## src/rtl/mrsv_pkg.sv

```systemverilog
// Shared types, constants and helpers for the map record stream validator.
// No dependencies; every other file imports this package.
package mrsv_pkg;

    localparam int HEADER_BYTES = 24;
    localparam int RECORD_BYTES = 16;

    localparam int COUNT_W = 33;
    localparam logic [COUNT_W-1:0] COUNT_MAX = '1;

    // Largest cell count whose file size still fits in 32 bits.
    localparam logic [63:0] CELL_LIMIT =
        64'((64'hFFFF_FFFF - 64'(HEADER_BYTES)) / 64'(RECORD_BYTES));

    // Header byte offsets.
    localparam logic [4:0] OFS_VERSION   = 5'd4;
    localparam logic [4:0] OFS_FLAGS     = 5'd6;
    localparam logic [4:0] OFS_WIDTH     = 5'd8;
    localparam logic [4:0] OFS_HEIGHT    = 5'd12;
    localparam logic [4:0] OFS_CSIZE     = 5'd16;
    localparam logic [4:0] OFS_SKYBOX    = 5'd20;

    // Offsets of the upper byte of each 16-bit word in a cell record.
    localparam logic [3:0] CELL_FLOOR_HI = 4'd1;
    localparam logic [3:0] CELL_CEIL_HI  = 4'd3;
    localparam logic [3:0] CELL_FLAGS_HI = 4'd13;
    localparam logic [3:0] CELL_RSVD_HI  = 4'd15;

    // Status codes.
    localparam logic [2:0] ST_OK          = 3'd0;
    localparam logic [2:0] ST_BOUNDS      = 3'd1;
    localparam logic [2:0] ST_FORMAT      = 3'd2;
    localparam logic [2:0] ST_VERSION     = 3'd3;
    localparam logic [2:0] ST_UNSUPPORTED = 3'd4;
    localparam logic [2:0] ST_OVERFLOW    = 3'd5;

    // Register indexes.
    localparam logic [1:0] REG_SCHEMA_VERSION   = 2'd0;
    localparam logic [1:0] REG_KNOWN_MAP_FLAGS  = 2'd1;
    localparam logic [1:0] REG_KNOWN_CELL_FLAGS = 2'd2;

    localparam logic [15:0] SCHEMA_VERSION_RESET = 16'd1;

    typedef struct packed {
        logic [15:0] schema_version;
        logic [15:0] known_map_flags;
        logic [15:0] known_cell_flags;
    } cfg_t;

    typedef struct packed {
        logic [31:0] cells;
        logic        cells_ovf;
        logic        size_ovf;
        logic [31:0] expected;
    } size_info_t;

    typedef struct packed {
        logic [2:0]  status;
        logic [31:0] map_width;
        logic [31:0] map_height;
        logic [15:0] map_flags;
        logic [31:0] csize;
        logic [31:0] skybox;
        logic [31:0] total_cells;
    } result_t;

    // Magic "MAP1" byte by position.
    function automatic logic [7:0] magic_byte(input logic [1:0] idx);
        logic [7:0] b;
        case (idx)
            2'd0:    b = 8'h4D;
            2'd1:    b = 8'h41;
            2'd2:    b = 8'h50;
            default: b = 8'h31;
        endcase
        return b;
    endfunction

endpackage

```

## src/rtl/mrsv_apb_regs.sv

```systemverilog
// Configuration registers behind an APB-style port.
// Depends on mrsv_pkg for the register indexes and the cfg_t type.
module mrsv_apb_regs (
    input  logic                clk,
    input  logic                rst_n,
    input  logic                psel,
    input  logic                penable,
    input  logic                pwrite,
    input  logic [3:0]          paddr,
    input  logic [31:0]         pwdata,
    output logic [31:0]         prdata,
    output logic                pready,
    output mrsv_pkg::cfg_t      cfg
);
    import mrsv_pkg::*;

    cfg_t cfg_reg;
    logic wr_en;

    assign pready = 1'b1;
    assign wr_en  = psel && penable && pwrite && pready;
    assign cfg    = cfg_reg;

    always_ff @(posedge clk or negedge rst_n)
    begin
        if (!rst_n)
        begin
            cfg_reg.schema_version   <= SCHEMA_VERSION_RESET;
            cfg_reg.known_map_flags  <= '0;
            cfg_reg.known_cell_flags <= '0;
        end
        else if (wr_en)
        begin
            unique case (paddr[3:2])
                REG_SCHEMA_VERSION:   cfg_reg.schema_version   <= pwdata[15:0];
                REG_KNOWN_MAP_FLAGS:  cfg_reg.known_map_flags  <= pwdata[15:0];
                REG_KNOWN_CELL_FLAGS: cfg_reg.known_cell_flags <= pwdata[15:0];
                default: ;
            endcase
        end
    end

    always_comb
    begin
        unique case (paddr[3:2])
            REG_SCHEMA_VERSION:   prdata = {16'd0, cfg_reg.schema_version};
            REG_KNOWN_MAP_FLAGS:  prdata = {16'd0, cfg_reg.known_map_flags};
            REG_KNOWN_CELL_FLAGS: prdata = {16'd0, cfg_reg.known_cell_flags};
            default:              prdata = '0;
        endcase
    end

endmodule

```

## src/rtl/mrsv_size_calc.sv

```systemverilog
// Two-stage pipeline that turns header width and height into the cell count,
// its overflow flags and the expected file length. Depends on mrsv_pkg.
module mrsv_size_calc (
    input  logic                  clk,
    input  logic [31:0]           header_width,
    input  logic [31:0]           header_height,
    output mrsv_pkg::size_info_t  size
);
    import mrsv_pkg::*;

    logic [63:0] prod_reg;
    size_info_t  size_reg;
    size_info_t  size_next;

    // The dimensions settle at byte 15; the result is ready well before byte 23.
    always_comb
    begin
        size_next.cells     = prod_reg[31:0];
        size_next.cells_ovf = |prod_reg[63:32];
        size_next.size_ovf  = prod_reg > CELL_LIMIT;
        size_next.expected  = 32'(HEADER_BYTES) + {prod_reg[27:0], 4'd0};
    end

    always_ff @(posedge clk)
    begin
        prod_reg <= 64'(header_width) * 64'(header_height);
        size_reg <= size_next;
    end

    assign size = size_reg;

endmodule

```

## src/rtl/mrsv_parser.sv

```systemverilog
// Stream state: header capture, cell record checks, byte counter and the
// final status. Depends on mrsv_pkg and on the size info from mrsv_size_calc.
module mrsv_parser (
    input  logic                  clk,
    input  logic                  rst_n,
    input  logic                  take,
    input  logic [7:0]            data_byte,
    input  logic                  last_byte,
    input  mrsv_pkg::cfg_t        cfg,
    input  mrsv_pkg::size_info_t  size,
    output logic [31:0]           header_width,
    output logic [31:0]           header_height,
    output mrsv_pkg::result_t     result
);
    import mrsv_pkg::*;

    logic [COUNT_W-1:0] byte_count_reg, byte_count_next;
    logic               magic_good_reg, magic_good_next;
    logic [15:0]        version_reg, version_next;
    logic [15:0]        flags_reg, flags_next;
    logic [31:0]        width_reg, width_next;
    logic [31:0]        height_reg, height_next;
    logic [31:0]        csize_reg, csize_next;
    logic [31:0]        skybox_reg, skybox_next;
    logic [3:0]         rec_off_reg, rec_off_next;
    logic [15:0]        floor_reg, floor_next;
    logic [7:0]         word_lo_reg, word_lo_next;
    logic [2:0]         first_err_reg, first_err_next;
    logic [2:0]         pending_reg, pending_next;

    logic [COUNT_W-1:0] n;
    logic [4:0]         hpos;
    logic [15:0]        word;
    logic [2:0]         cell_st;
    logic [2:0]         st;

    assign hpos = byte_count_reg[4:0];
    assign word = {data_byte, word_lo_reg};
    assign n    = (byte_count_reg == COUNT_MAX) ? byte_count_reg
                                                : byte_count_reg + 1'b1;

    // State with the current byte applied, before any end-of-file clear.
    always_comb
    begin
        magic_good_next = magic_good_reg;
        version_next    = version_reg;
        flags_next      = flags_reg;
        width_next      = width_reg;
        height_next     = height_reg;
        csize_next      = csize_reg;
        skybox_next     = skybox_reg;
        rec_off_next    = rec_off_reg;
        floor_next      = floor_reg;
        word_lo_next    = word_lo_reg;
        first_err_next  = first_err_reg;
        pending_next    = pending_reg;
        cell_st         = ST_OK;
        if (byte_count_reg < COUNT_W'(HEADER_BYTES))
        begin
            if (hpos < OFS_VERSION)
            begin
                if (data_byte != magic_byte(hpos[1:0]))
                    magic_good_next = 1'b0;
            end
            else if (hpos < OFS_FLAGS)
                version_next[8*hpos[0] +: 8] = data_byte;
            else if (hpos < OFS_WIDTH)
                flags_next[8*hpos[0] +: 8] = data_byte;
            else if (hpos < OFS_HEIGHT)
                width_next[8*hpos[1:0] +: 8] = data_byte;
            else if (hpos < OFS_CSIZE)
                height_next[8*hpos[1:0] +: 8] = data_byte;
            else if (hpos < OFS_SKYBOX)
                csize_next[8*hpos[1:0] +: 8] = data_byte;
            else
                skybox_next[8*hpos[1:0] +: 8] = data_byte;
        end
        else
        begin
            rec_off_next = rec_off_reg + 1'b1;
            if (!rec_off_reg[0])
                word_lo_next = data_byte;
            else
            begin
                case (rec_off_reg)
                    CELL_FLOOR_HI: floor_next = word;
                    CELL_CEIL_HI:
                        pending_next = ($signed(floor_reg) > $signed(word))
                                       ? ST_FORMAT : ST_OK;
                    CELL_FLAGS_HI:
                        if ((word & ~cfg.known_cell_flags) != 16'd0)
                            pending_next = ST_UNSUPPORTED;
                    CELL_RSVD_HI:
                    begin
                        cell_st = (word != 16'd0) ? ST_FORMAT : pending_reg;
                        if (first_err_reg == ST_OK)
                            first_err_next = cell_st;
                        pending_next = ST_OK;
                    end
                    default: ;
                endcase
            end
        end
    end

    // Final status, in the order the file format defines its checks.
    always_comb
    begin
        if (n < COUNT_W'(HEADER_BYTES))
            st = ST_BOUNDS;
        else if (!magic_good_next)
            st = ST_FORMAT;
        else if (version_next != cfg.schema_version)
            st = ST_VERSION;
        else if ((flags_next & ~cfg.known_map_flags) != 16'd0)
            st = ST_UNSUPPORTED;
        else if (csize_next == 32'd0)
            st = ST_FORMAT;
        else if (width_next == 32'd0 || height_next == 32'd0)
            st = ST_FORMAT;
        else if (size.cells_ovf || size.size_ovf)
            st = ST_OVERFLOW;
        else if (n < COUNT_W'(size.expected))
            st = ST_BOUNDS;
        else if (n > COUNT_W'(size.expected))
            st = ST_FORMAT;
        else
            st = first_err_next;

        result.status      = st;
        result.map_width   = width_next;
        result.map_height  = height_next;
        result.map_flags   = flags_next;
        result.csize       = csize_next;
        result.skybox      = skybox_next;
        result.total_cells = (st == ST_OK) ? size.cells : 32'd0;
    end

    assign byte_count_next = n;

    always_ff @(posedge clk or negedge rst_n)
    begin
        if (!rst_n)
        begin
            byte_count_reg <= '0;
            magic_good_reg <= 1'b1;
            version_reg    <= '0;
            flags_reg      <= '0;
            width_reg      <= '0;
            height_reg     <= '0;
            csize_reg      <= '0;
            skybox_reg     <= '0;
            rec_off_reg    <= '0;
            floor_reg      <= '0;
            word_lo_reg    <= '0;
            first_err_reg  <= ST_OK;
            pending_reg    <= ST_OK;
        end
        else if (take)
        begin
            if (last_byte)
            begin
                byte_count_reg <= '0;
                magic_good_reg <= 1'b1;
                version_reg    <= '0;
                flags_reg      <= '0;
                width_reg      <= '0;
                height_reg     <= '0;
                csize_reg      <= '0;
                skybox_reg     <= '0;
                rec_off_reg    <= '0;
                floor_reg      <= '0;
                word_lo_reg    <= '0;
                first_err_reg  <= ST_OK;
                pending_reg    <= ST_OK;
            end
            else
            begin
                byte_count_reg <= byte_count_next;
                magic_good_reg <= magic_good_next;
                version_reg    <= version_next;
                flags_reg      <= flags_next;
                width_reg      <= width_next;
                height_reg     <= height_next;
                csize_reg      <= csize_next;
                skybox_reg     <= skybox_next;
                rec_off_reg    <= rec_off_next;
                floor_reg      <= floor_next;
                word_lo_reg    <= word_lo_next;
                first_err_reg  <= first_err_next;
                pending_reg    <= pending_next;
            end
        end
    end

    assign header_width  = width_reg;
    assign header_height = height_reg;

endmodule

```

## src/rtl/map_record_stream_validator.sv

```systemverilog
// Map record stream validator: takes one byte per cycle, back to back.
// The result is registered and shows in the cycle after the last byte is taken.
// Throughput: one byte per cycle; only a held result stalls a last byte.
// The cell count multiply runs in a two-stage pipeline behind the header.
// Reset clears stream state and loads register defaults; no clearing pass.
module map_record_stream_validator (
    input  logic        clk,
    input  logic        rst_n,
    input  logic        psel,
    input  logic        penable,
    input  logic        pwrite,
    input  logic [3:0]  paddr,
    input  logic [31:0] pwdata,
    output logic [31:0] prdata,
    output logic        pready,
    input  logic        data_valid,
    output logic        data_ready,
    input  logic [7:0]  data_byte,
    input  logic        last_byte,
    output logic        result_valid,
    input  logic        result_ready,
    output logic [2:0]  status,
    output logic [31:0] map_width,
    output logic [31:0] map_height,
    output logic [15:0] map_flags,
    output logic [31:0] cell_size_out,
    output logic [31:0] skybox_out,
    output logic [31:0] total_cells
);
    import mrsv_pkg::*;

    cfg_t       cfg;
    size_info_t size;
    result_t    result;
    result_t    result_reg;
    logic       valid_reg;
    logic       take;
    logic [31:0] header_width;
    logic [31:0] header_height;

    // Only a final byte needs the result slot, so other bytes keep flowing.
    assign data_ready = result_ready || !valid_reg || !last_byte;
    assign take       = data_valid && data_ready;

    mrsv_apb_regs u_regs (
        .clk     (clk),
        .rst_n   (rst_n),
        .psel    (psel),
        .penable (penable),
        .pwrite  (pwrite),
        .paddr   (paddr),
        .pwdata  (pwdata),
        .prdata  (prdata),
        .pready  (pready),
        .cfg     (cfg)
    );

    mrsv_size_calc u_size (
        .clk           (clk),
        .header_width  (header_width),
        .header_height (header_height),
        .size          (size)
    );

    mrsv_parser u_parser (
        .clk           (clk),
        .rst_n         (rst_n),
        .take          (take),
        .data_byte     (data_byte),
        .last_byte     (last_byte),
        .cfg           (cfg),
        .size          (size),
        .header_width  (header_width),
        .header_height (header_height),
        .result        (result)
    );

    always_ff @(posedge clk or negedge rst_n)
    begin
        if (!rst_n)
            valid_reg <= 1'b0;
        else if (take && last_byte)
            valid_reg <= 1'b1;
        else if (result_ready)
            valid_reg <= 1'b0;
    end

    always_ff @(posedge clk)
    begin
        if (take && last_byte)
            result_reg <= result;
    end

    assign result_valid  = valid_reg;
    assign status        = result_reg.status;
    assign map_width     = result_reg.map_width;
    assign map_height    = result_reg.map_height;
    assign map_flags     = result_reg.map_flags;
    assign cell_size_out = result_reg.csize;
    assign skybox_out    = result_reg.skybox;
    assign total_cells   = result_reg.total_cells;

    a_last_gives_result: assert property (@(posedge clk) disable iff (!rst_n)
        (take && last_byte) |=> result_valid)
        else $error("final byte did not produce a result");

    a_ok_has_cells: assert property (@(posedge clk) disable iff (!rst_n)
        (result_valid && status == ST_OK) |-> (total_cells != 32'd0))
        else $error("ok status with zero cell count");

    a_err_no_cells: assert property (@(posedge clk) disable iff (!rst_n)
        (result_valid && status != ST_OK) |-> (total_cells == 32'd0))
        else $error("error status with nonzero cell count");

    a_no_overwrite: assert property (@(posedge clk) disable iff (!rst_n)
        (result_valid && !result_ready) |-> !(take && last_byte))
        else $error("held result overwritten by a new file");

endmodule

```

## config.mk

```make
export PLATFORM = sky130hd
export DESIGN_NAME = map_record_stream_validator
export DESIGN_NICKNAME = d
export VERILOG_FILES = /design/src/rtl/mrsv_pkg.sv /design/src/rtl/mrsv_apb_regs.sv /design/src/rtl/mrsv_size_calc.sv /design/src/rtl/mrsv_parser.sv /design/src/rtl/map_record_stream_validator.sv
export SDC_FILE = /design/constraint.sdc
export NUM_CORES = 2
export LEC_CHECK = 0
export ABC_AREA = 1
export BUFFER_PORTS_ARGS = -buffer_cell sky130_fd_sc_hd__buf_2
export CORE_MARGIN = 8
export CORE_UTILIZATION = 34
export DETAILED_ROUTE_END_ITERATION = 8
export GPL_ROUTABILITY_DRIVEN = 0
export PLACE_DENSITY = 0.47
export SLEW_MARGIN = 30
export SYNTH_ARGS = -nofsm -noshare
export SYNTH_HDL_FRONTEND = slang
export SYNTH_SLANG_ARGS = --single-unit
```

## constraint.sdc

```tcl
create_clock -name clk -period 9.52 [get_ports clk]
set_input_delay 1.904 -clock clk [delete_from_list [all_inputs] [get_ports clk]]
set_output_delay 1.904 -clock clk [all_outputs]
set_load 0.01 [all_outputs]
```

==> qor.csv <==
metric,value,unit
"Reg clk slew, reported paths",60,ps
core area,0.181,mm2
post-synth top area cell,fa_1,
"Top FF cell, synth",dfrtp_1,
HP Start,u_size.prod_reg[28]$_DFF_P_,
Root Driver,clkbuf_16,
largest net degree at the start of global routing,137,
RSZ-0062 raised after global routing,no,
WL per Instance,18.6,um
top routing layer used,met4,
initial DRC count,3183,
r2r startpoint,u_parser.header_width[11]$_DFFE_PN0P_,
clk_skew,44.6,ps
largest family of logic cells by synthesized area,adder cells,
leakage,38.0,nW
critical path arrival,8860,ps
Setup Crit Path Kind,register to register,
die width,442,um
final setup violating endpoints,0,
# hold bufs at CTS,0,
vias in the first global route,50600,
Hold WS,362,ps
post-layout min period,8300,ps
Resize count post-CTS,0,
Mapped Cells,7723,
worst slew pin tran,1030,ps
Simple-Gate Fraction of Synth Area,17.7,%
Post-synth EDFFs,179,
drt first pass iters,5,
crit-path max FO,16,
WL met3,8860,um
complex-gate fraction of the synthesized area,5.92,%
#FFs+latches synth,581,
Global Route Usage Sum,19.5,%
slowest CP cell,dfrtp_1,
top post-synthesis cells by area,"fa_1 29%, inv_1 13%, nand2_1 12%",
CP max stage delay,930,ps
Synth Warn #,0,
Clock Path Buffers,3,
relative slew slack,31.4,%
Final #Nets,9016,
via/cell ratio,4.71,
synth unique cells,58,
Setup TNS Final,0,ps
IO Pins,266,
"flip-flop count of the largest register, all copies and words added",64,
Routed Wire Length,190000,um
"Seq/Total Area, Yosys",24.0,%
WL met1,86300,um
P&R area growth vs syn,9.25,%
detailed-route via count,48000,
initial antenna violation count,1,
beginning of the critical path,u_parser.header_width[11]$_DFFE_PN0P_,
Hold Path Class,register to register,
synthesized area per cell,8.00,um2
worst skew pair latency,690,ps
maxcap violations,0,
fin crit share,87.2,%
std cell rows,156,
setup bufs post-CTS,0,
first-pass GRT wire length,301000,um
status,"complete, no violations",
CTS tree,built,
H-tree depth,3,
Num CTS Buffers,69,
mapped cell area,0.0618,mm2
post-synth top area share,29.0,%
final core occ,37.4,%
hold path depth,0,
Initial Util,34.2,%
# clock sinks,581,
xor/xnor share of the synthesized area,1.62,%
Antenna Violating Nets Remaining,0,
die area,0.196,mm2
Worst Setup Start Kind,register,
layout cells sized above 1,6.73,%
most frequent cells in the layout,"2055 x inv_1, 2051 x nand2_1, 896 x fa_1",
reg2reg path depth,32,
critical path capture point type,register,
Pwr per Cell Area,91.3,mW/mm2
asr flop ratio synth,47.5,%
fraction of synthesized area in multiplexers,0.0162,%
# DRC,0,
Final Hold Viols,0,
WP data required,10080,ps
post-DP HPWL,151000,um
Die H,442,um
VDD IR-drop max,0.117,mV
"most common cell after layout, fill and taps aside",inv_1,
Max Slew Vio Count,0,
f_max,121,MHz
met2 WL,88700,um
Synth Area in Adders,35.6,%
gr ovfl total,0,
PortBufs,230,
-- layout make-up --
| type | count | area (um2) |
|---|---|---|
| Fill cell | 18800 | 113000 |
| Multi-Input combinational cell | 4693 | 37600 |
| Sequential cell | 581 | 14800 |
| Inverter | 2068 | 7770 |
| Tap cell | 2370 | 2970 |
| Timing Repair Buffer | 333 | 1990 |
| Clock buffer | 92 | 1870 |
| Clock inverter | 33 | 413 |
| Antenna cell | 2 | 5.00 |
-- layer usage --
layer	track usage [%]	vias up
met5	0	-
met4	5.41	0
met3	2.60	268
met2	32.5	1170
met1	26.6	23800
li1	-	22700
-- stage by stage --
stage | setup slack (ps) | cells | total power [mW] | area (um2)
after floorplan | 2400 | 7738 | 3.21 | 61800
after global placement | 1120 | 10000 | 3.48 | 65200
after detailed placement | 1260 | 10000 | 3.49 | 65200
after CTS | 1170 | 10200 | 6.25 | 67500
after global routing | 707 | 10200 | 6.41 | 67500
final | 1220 | 10200 | 6.16 | 67500
-- path summary, 6_finish.rpt --
| path | to | slack [ps] |
|---|---|---|
| min | u_size.size[62]$_DFF_P_ | 360 |
| min in group asynchronous | u_regs.cfg[17]$_DFFE_PN0P_ | 1180 |
| max | u_size.prod_reg[57]$_DFF_P_ | 1220 |
| max in group asynchronous | u_parser.header_height[9]$_DFFE_PN0P_ | 6850 |
| max reg2reg | u_size.prod_reg[57]$_DFF_P_ | 1220 |
| min reg2reg | u_size.size[62]$_DFF_P_ | 360 |
-- critical path, delay by kind of cell, from the launching register on --
| kind | cells | cell delay, ps |
|---|---|---|
| buffers and inverters | 10 | 1030 |
| XOR/XNOR | 1 | 190 |
| flip-flops | 1 | 930 |
| AO/OA/AOI/OAI | 3 | 620 |
| adder cells (fa/ha/maj) | 9 | 4440 |
| AND/OR/NAND/NOR | 9 | 970 |
-- cells by family (layout without fill, tap and decap cells) --
logic type                 Yosys count  after routing
other                                2             19
and+or+nand+nor                   2697           2697
buffers and inverters             2464           2526
DFF                                581            581
muxes                                1              1
adders and majority gates         1218           1218
xor gates and xnor gates           114            114
AOI/OAI and AO/OA                  646            646
-- cells in the mapped netlist (3+ instances only) --
| master | instances |
|---|---|
| xnor2_1 | 34 |
| buf_4 | 29 |
| and3_1 | 3 |
| a22o_1 | 13 |
| nor2_1 | 298 |
| o31ai_1 | 14 |
| buf_6 | 5 |
| clkbuf_1 | 328 |
| a21boi_0 | 4 |
| fa_1 | 896 |
| nand3_2 | 6 |
| a211oi_1 | 6 |
| nor2_4 | 4 |
| a31oi_1 | 27 |
| nor3_2 | 3 |
| o21a_1 | 16 |
| nand3_1 | 118 |
| a21oi_1 | 141 |
| buf_1 | 16 |
| buf_2 | 17 |
| inv_2 | 5 |
| nor3_1 | 29 |
| o21ai_1 | 13 |
| nand3b_1 | 13 |
| o211ai_1 | 23 |
| dfxtp_1 | 126 |
| ha_1 | 322 |
| o22ai_1 | 96 |
| nand4_1 | 100 |
| nor4_1 | 27 |
| xor2_1 | 80 |
| edfxtp_1 | 179 |
| o21ai_2 | 3 |
| clkinv_1 | 6 |
| nand2_1 | 2055 |
| o221ai_1 | 4 |
| inv_1 | 2057 |
| o21ai_0 | 276 |
| dfrtp_1 | 274 |
| nor2_2 | 33 |
-- report_power, final --
part	leakage, nW	internal, mW	switching [mW]
Sequential	6.48	2.68	0.0901
Clock	1.10	1.55	1.17
Combinational	30.4	0.198	0.476
Total	38.0	4.42	1.74
No activity file was read; power rests on OpenSTA's default activity.
